File: config.mk
export PLATFORM = sky130hd
export DESIGN_NAME = hkc_ctrl
export DESIGN_NICKNAME = d
export VERILOG_FILES = /design/src/hkc_pkg.sv /design/src/hkc_ctrl.sv
export SDC_FILE = /design/constraint.sdc
export NUM_CORES = 1
export LEC_CHECK = 0
export ABC_AREA = 1
export ABC_CLOCK_PERIOD_IN_PS = 1570
export BUFFER_PORTS_ARGS = -buffer_cell sky130_fd_sc_hd__buf_2
export CORE_ASPECT_RATIO = 1.5
export CORE_MARGIN = 4
export CORE_UTILIZATION = 51
export CTS_CLUSTER_SIZE = 24
export DETAILED_ROUTE_END_ITERATION = 8
export PLACE_DENSITY_LB_ADDON = 0.15
export SYNTH_ARGS = -nofsm -noshare
export SYNTH_HDL_FRONTEND = slang
export SYNTH_SLANG_ARGS = --single-unit
File: constraint.sdc
create_clock -name clk -period 1.57 [get_ports clk]
set_input_delay 0.314 -clock clk [delete_from_list [all_inputs] [get_ports clk]]
set_output_delay 0.314 -clock clk [all_outputs]
set_load 0.005 [all_outputs]
File: src/hkc_pkg.sv
// Shared types and constants for the Hermite keyframe curve engine.
`default_nettype none

package hkc_pkg;

    localparam logic [1:0] OPC_APPEND = 2'd0;
    localparam logic [1:0] OPC_SMOOTH = 2'd1;
    localparam logic [1:0] OPC_EVAL   = 2'd2;

    localparam logic [1:0] STAT_OK    = 2'd0;
    localparam logic [1:0] STAT_EMPTY = 2'd1;
    localparam logic [1:0] STAT_FULL  = 2'd2;

    // Divider widths: |dv| * 2^16 needs 49 bits, a doubled time span needs 34.
    localparam int DIV_NW = 49;
    localparam int DIV_DW = 34;

    typedef struct packed {
        logic [1:0]         opcode;
        logic signed [31:0] point_time;
        logic signed [31:0] key_value;
        logic signed [31:0] in_slope;
        logic signed [31:0] out_slope;
    } hkc_in_t;

    typedef struct packed {
        logic signed [31:0] curve_value;
        logic [1:0]         status;
    } hkc_out_t;

    typedef struct packed {
        logic signed [31:0] ktime;
        logic signed [31:0] kval;
        logic signed [31:0] kin;
        logic signed [31:0] kout;
    } key_t;

    localparam int KEY_W = $bits(key_t);

    typedef enum logic [4:0] {
        OP_NONE,
        OP_APPEND,
        OP_RES_OK,
        OP_RES_EMPTY,
        OP_RD_FIRST,
        OP_CK_FIRST,
        OP_RD_LAST,
        OP_CK_LAST,
        OP_RD_IDX,
        OP_CK_IDX,
        OP_DIV_EVAL,
        OP_MUL_SS,
        OP_MUL_S2S,
        OP_COEF,
        OP_MUL_AV0,
        OP_MUL_CV1,
        OP_MUL_BOUT,
        OP_MUL_PDL,
        OP_MUL_PDH,
        OP_MUL_DIN,
        OP_RES_EVAL,
        OP_SM_RD0,
        OP_SM_CK0,
        OP_SM_RDN,
        OP_SM_CKN,
        OP_SM_CLR,
        OP_SM_DIVR,
        OP_SM_DIVL,
        OP_SM_ACC,
        OP_SM_WR
    } hkc_op_t;

    typedef struct packed {
        logic    load;
        hkc_op_t op;
    } hkc_cmd_t;

    typedef struct packed {
        logic [1:0] opcode;
        logic       empty;
        logic       full;
        logic       few;
        logic       clamp_lo;
        logic       clamp_hi;
        logic       found;
        logic       first;
        logic       last;
        logic       more;
        logic       div_done;
    } hkc_stat_t;

endpackage

`default_nettype wire

File: src/hkc_ctrl.sv
// Controller state machine that sequences the datapath for each item.
`default_nettype none

module hkc_ctrl
    import hkc_pkg::*;
(
    input  wire logic      clk,
    input  wire logic      rst_n,
    input  wire logic      start,
    input  wire hkc_stat_t stat,
    output hkc_cmd_t       cmd,
    output logic           busy,
    output logic           done
);

    typedef enum logic [5:0] {
        S_IDLE, S_DISP, S_APPEND, S_FIN_OK, S_FIN_EMPTY,
        S_EV_RD0, S_EV_CK0, S_EV_RDL, S_EV_CKL, S_EV_RDI, S_EV_CKI,
        S_EV_DIV, S_EV_DWAIT, S_EV_SS, S_EV_S2S, S_EV_COEF, S_EV_AV0,
        S_EV_CV1, S_EV_BOUT, S_EV_PDL, S_EV_PDH, S_EV_DIN, S_EV_QDL,
        S_EV_QDH, S_EV_FIN,
        S_SM_RD0, S_SM_CK0, S_SM_RDN, S_SM_CKN, S_SM_STEP,
        S_SM_DIVR, S_SM_WAITR, S_SM_ACCR, S_SM_DIVL, S_SM_WAITL, S_SM_ACCL, S_SM_WR
    } state_t;

    state_t state_reg;
    logic   busy_reg;
    logic   done_reg;

    always_ff @(posedge clk or negedge rst_n)
    begin
        if (!rst_n)
        begin
            state_reg <= S_IDLE;
            busy_reg  <= 1'b0;
            done_reg  <= 1'b0;
        end
        else
        begin
            done_reg <= 1'b0;
            unique case (state_reg)
                S_IDLE:
                begin
                    if (start)
                    begin
                        busy_reg  <= 1'b1;
                        state_reg <= S_DISP;
                    end
                end
                S_DISP:
                begin
                    unique case (stat.opcode)
                        OPC_APPEND: state_reg <= S_APPEND;
                        OPC_SMOOTH: state_reg <= stat.few ? S_FIN_OK : S_SM_RD0;
                        OPC_EVAL:   state_reg <= stat.empty ? S_FIN_EMPTY : S_EV_RD0;
                        default:    state_reg <= S_FIN_OK;
                    endcase
                end
                S_APPEND, S_FIN_OK, S_FIN_EMPTY, S_EV_FIN:
                begin
                    state_reg <= S_IDLE;
                    busy_reg  <= 1'b0;
                    done_reg  <= 1'b1;
                end
                S_EV_RD0: state_reg <= S_EV_CK0;
                S_EV_CK0:
                begin
                    if (stat.clamp_lo)
                    begin
                        state_reg <= S_IDLE;
                        busy_reg  <= 1'b0;
                        done_reg  <= 1'b1;
                    end
                    else
                    begin
                        state_reg <= S_EV_RDL;
                    end
                end
                S_EV_RDL: state_reg <= S_EV_CKL;
                S_EV_CKL:
                begin
                    if (stat.clamp_hi)
                    begin
                        state_reg <= S_IDLE;
                        busy_reg  <= 1'b0;
                        done_reg  <= 1'b1;
                    end
                    else
                    begin
                        state_reg <= S_EV_RDI;
                    end
                end
                S_EV_RDI: state_reg <= S_EV_CKI;
                S_EV_CKI: state_reg <= stat.found ? S_EV_DIV : S_EV_RDI;
                S_EV_DIV: state_reg <= S_EV_DWAIT;
                S_EV_DWAIT:
                begin
                    if (stat.div_done)
                    begin
                        state_reg <= S_EV_SS;
                    end
                end
                S_EV_SS:   state_reg <= S_EV_S2S;
                S_EV_S2S:  state_reg <= S_EV_COEF;
                S_EV_COEF: state_reg <= S_EV_AV0;
                S_EV_AV0:  state_reg <= S_EV_CV1;
                S_EV_CV1:  state_reg <= S_EV_BOUT;
                S_EV_BOUT: state_reg <= S_EV_PDL;
                S_EV_PDL:  state_reg <= S_EV_PDH;
                S_EV_PDH:  state_reg <= S_EV_DIN;
                S_EV_DIN:  state_reg <= S_EV_QDL;
                S_EV_QDL:  state_reg <= S_EV_QDH;
                S_EV_QDH:  state_reg <= S_EV_FIN;
                S_SM_RD0:  state_reg <= S_SM_CK0;
                S_SM_CK0:  state_reg <= S_SM_RDN;
                S_SM_RDN:  state_reg <= S_SM_CKN;
                S_SM_CKN:  state_reg <= S_SM_STEP;
                S_SM_STEP: state_reg <= stat.last ? S_SM_DIVL : S_SM_DIVR;
                S_SM_DIVR: state_reg <= S_SM_WAITR;
                S_SM_WAITR:
                begin
                    if (stat.div_done)
                    begin
                        state_reg <= S_SM_ACCR;
                    end
                end
                S_SM_ACCR: state_reg <= stat.first ? S_SM_WR : S_SM_DIVL;
                S_SM_DIVL: state_reg <= S_SM_WAITL;
                S_SM_WAITL:
                begin
                    if (stat.div_done)
                    begin
                        state_reg <= S_SM_ACCL;
                    end
                end
                S_SM_ACCL: state_reg <= S_SM_WR;
                S_SM_WR:
                begin
                    if (stat.last)
                    begin
                        state_reg <= S_IDLE;
                        busy_reg  <= 1'b0;
                        done_reg  <= 1'b1;
                    end
                    else if (stat.more)
                    begin
                        state_reg <= S_SM_RDN;
                    end
                    else
                    begin
                        state_reg <= S_SM_STEP;
                    end
                end
                default: state_reg <= S_IDLE;
            endcase
        end
    end

    always_comb
    begin
        cmd.load = start && !busy_reg;
        unique case (state_reg)
            S_APPEND:    cmd.op = OP_APPEND;
            S_FIN_OK:    cmd.op = OP_RES_OK;
            S_FIN_EMPTY: cmd.op = OP_RES_EMPTY;
            S_EV_RD0:    cmd.op = OP_RD_FIRST;
            S_EV_CK0:    cmd.op = OP_CK_FIRST;
            S_EV_RDL:    cmd.op = OP_RD_LAST;
            S_EV_CKL:    cmd.op = OP_CK_LAST;
            S_EV_RDI:    cmd.op = OP_RD_IDX;
            S_EV_CKI:    cmd.op = OP_CK_IDX;
            S_EV_DIV:    cmd.op = OP_DIV_EVAL;
            S_EV_SS:     cmd.op = OP_MUL_SS;
            S_EV_S2S:    cmd.op = OP_MUL_S2S;
            S_EV_COEF:   cmd.op = OP_COEF;
            S_EV_AV0:    cmd.op = OP_MUL_AV0;
            S_EV_CV1:    cmd.op = OP_MUL_CV1;
            S_EV_BOUT:   cmd.op = OP_MUL_BOUT;
            S_EV_PDL, S_EV_QDL: cmd.op = OP_MUL_PDL;
            S_EV_PDH, S_EV_QDH: cmd.op = OP_MUL_PDH;
            S_EV_DIN:    cmd.op = OP_MUL_DIN;
            S_EV_FIN:    cmd.op = OP_RES_EVAL;
            S_SM_RD0:    cmd.op = OP_SM_RD0;
            S_SM_CK0:    cmd.op = OP_SM_CK0;
            S_SM_RDN:    cmd.op = OP_SM_RDN;
            S_SM_CKN:    cmd.op = OP_SM_CKN;
            S_SM_STEP:   cmd.op = OP_SM_CLR;
            S_SM_DIVR:   cmd.op = OP_SM_DIVR;
            S_SM_DIVL:   cmd.op = OP_SM_DIVL;
            S_SM_ACCR, S_SM_ACCL: cmd.op = OP_SM_ACC;
            S_SM_WR:     cmd.op = OP_SM_WR;
            default:     cmd.op = OP_NONE;
        endcase
    end

    assign busy = busy_reg;
    assign done = done_reg;

endmodule

`default_nettype wire

==> qor.yml <==
timing:
  min_period_ps: 2060
  hold_slack_ps: 335
  rsz0062_at_grt: "yes"
  fmax_ghz: 0.486
  skew_ps: 10.4
  timing.final.ws_setup_ps: -489
  slew_violations: 0
  max_slew_margin: 0.748
  final.period_utilization: 1.31
  setup_violations: 13
  setup_tns_ps: -3520
  worst_pin_slew_ps: 372
  hold_viol: 0
setup_path:
  startpoint_type: "flip-flop"
  critPathArrivalTime_ps: 1750
  critical_path_class: "reg2out"
  crit_required_ps: 1260
  cp_max_fo: 7
  end_kind: "output port"
run_status:
  violations: "negative setup slack"
  run_status: "finished, violations left"
floorplanning:
  io_pins: 23
  fp.dieH_um: 70.9
  start_util: 0.542
  core_area_sq_um: 2480
  fp-row-count: 22
  dieArea_sq_um: 3540
  die_x_um: 49.9
global_route:
  antenna_found_initial: 0
  grt.overflow.total: 0
  grt_first_pass_wirelength_mm: 8.34
  grt_pass1_vias: 1860
  grt_max_degree: 13
  gr-usage-all-layers: 0.302
synthesis:
  avgSynthCellArea_sq_um: 5.51
  postSynthCellCount: 244
  yosys-top-cells-area: "nand2_1 (22%), dfrtp_1 (15%), nor2_1 (10%)"
  netlist_area_sq_um: 1340
  synth_top_area_frac: 0.218
  ys_warn_count: 0
  ys_seq_area_frac: 0.149
  synth_cell_types: 29
  yosysTopAreaCell: "nand2_1"
  synth-seq-cells: 8
  syn-num-nets: 266
route:
  num_vias: 2254
  dr.pass1.iters: 6
  wl_per_cell_um: 20.9
  drc_errors: 0
  viasPerCell: 6.59
  wl_mm: 7.16
  first_iter_violations: 208
  antenna_left: 0
clock_network:
  cts_root_buf: "clkbuf_4"
  path_clk_slew_ps: 60
  cts.htree.levels: 1
  cts_made_buffers: 3
  clock_latency_ps: 270
  cts_buffer_depth: 2
  cts_tree: "built"
  cts.sinks: 8
layout:
  diodes: 0
  fin_nets: 341
  final_layout_size_suffix_gt1_frac: 0.469
  area.growth.synth_to_final_pct: 66.3
  largest_reg_flops: 6
hold_path:
  hold_path.class: "in2reg"
power_and_ir_drop:
  p_leak_uw: 0.00124
  peakVddDrop_mv: 0.884
  powerDensity_nw_per_um2: 1450
placement:
  place.gp.congestion: 1.02
  hpwl_mm: 3.67
  portBuffers: 21
flow_run:
  drv_cap: 0
==> path summary, 6_finish.rpt <==
path / startpoint / endpoint / slack (ps) / depth (start not counted)
setup / recovery: state_reg[2] / cmd[0] / -490 / 7
hold / removal: stat[5] / done / 330 / 3
setup reg to reg: state_reg[0] / state_reg[1] / -450 / 9
hold reg to reg: busy / busy / 590 / 4
max in group asynchronous: rst_n / state_reg[3] / 950 / 2
min in group asynchronous: rst_n / done / 430 / 2
==> cell usage after synthesis, drive strengths merged <==
cell type	count
buf	4
nand4	8
inv	31
clkbuf	2
nand2	84
o22ai	2
o2111ai	2
nand3b	1
dfrtp	8
a21oi	3
o211ai	3
ha	7
nor3	2
o21ai	13
and2	1
nand3	26
o21bai	1
nor2	45
o311ai	1
==> cell type report <==
cell class,instances,area (sq um)
multi-input combinational,199,1260
timing repair buffer,76,581
fill,128,243
sequential,8,205
inverter,31,134
tap,24,30.0
clock buffer,4,26.3
==> cells by family after synthesis <==
group,count (synthesis),synth area share
AND/OR/NAND/NOR,167,0.557
buffers and inverters,37,0.115
adder cells (fa/ha/maj),7,0.0652
AO/OA/AOI/OAI,25,0.114
flip-flops,8,0.149
==> worst max-delay path, cell delays in order (launching register included) <==
cell and delay [ps]:
dfrtp_2 450, buf_6 160, buf_4 160, nor2_1 200, o22ai_1 160, nand2_1 110, o211ai_1 100, buf_2 140
==> placed cells by master (no fill, tap or decap), types with 2 or more instances in the layout <==
cell / count
buf_6: 16
nand3_1: 19
nor2_2: 4
ha_2: 2
dfrtp_2: 4
o2111ai_1: 2
nand2_4: 6
nand2_1: 66
inv_4: 4
buf_4: 38
buf_2: 21
ha_4: 5
o22ai_1: 2
o21ai_2: 2
clkbuf_4: 3
nand3_4: 3
a21oi_2: 3
nor2_1: 31
inv_2: 9
nor2_4: 10
o21ai_0: 4
dfrtp_1: 4
nand2_2: 11
inv_1: 17
nand3_2: 4
o21ai_1: 6
nand4_1: 8
o211ai_1: 3
==> layer usage <==
layer,vias up,routed length [um],global-route usage,part of all wire
met5,-,0,0,0
met4,0,665,0.197,0.093
met3,93,808,0.0400,0.11
met2,228,3410,0.530,0.48
met1,991,2280,0.333,0.32
li1,942,-,-,-
==> repair_timing <==
action	4_1_cts	5_1_grt
hold endpoints to repair	8	0
setup endpoints to repair	13	13
pin swaps	14	34
hold buffers	1	0
setup buffers	12	7
gates resized for setup	43	51
==> report_power, final <==
part / switching [uW] / internal (uW) / leakage, uW / total, uW
sequential: 81.2 / 277 / 0.0000993 / 358
combinational: 1550 / 1170 / 0.00113 / 2710
clock: 80.8 / 97.9 / 0.0000150 / 179
total: 1710 / 1540 / 0.00124 / 3250
==> metrics by stage <==
stage	cells	power, uW	instance area [sq um]	setup WS [ps]	utilization
finish	342	3250	2230	-489	0.902
global route	342	3420	2230	-499	0.902
CTS	337	2580	2000	-256	0.808
detailed placement	320	2040	1730	-160	0.698
global placement	320	2020	1730	-165	0.698
floorplan	244	1310	1360	15.2	-
Note: power is estimated with default switching activity, not from simulation.
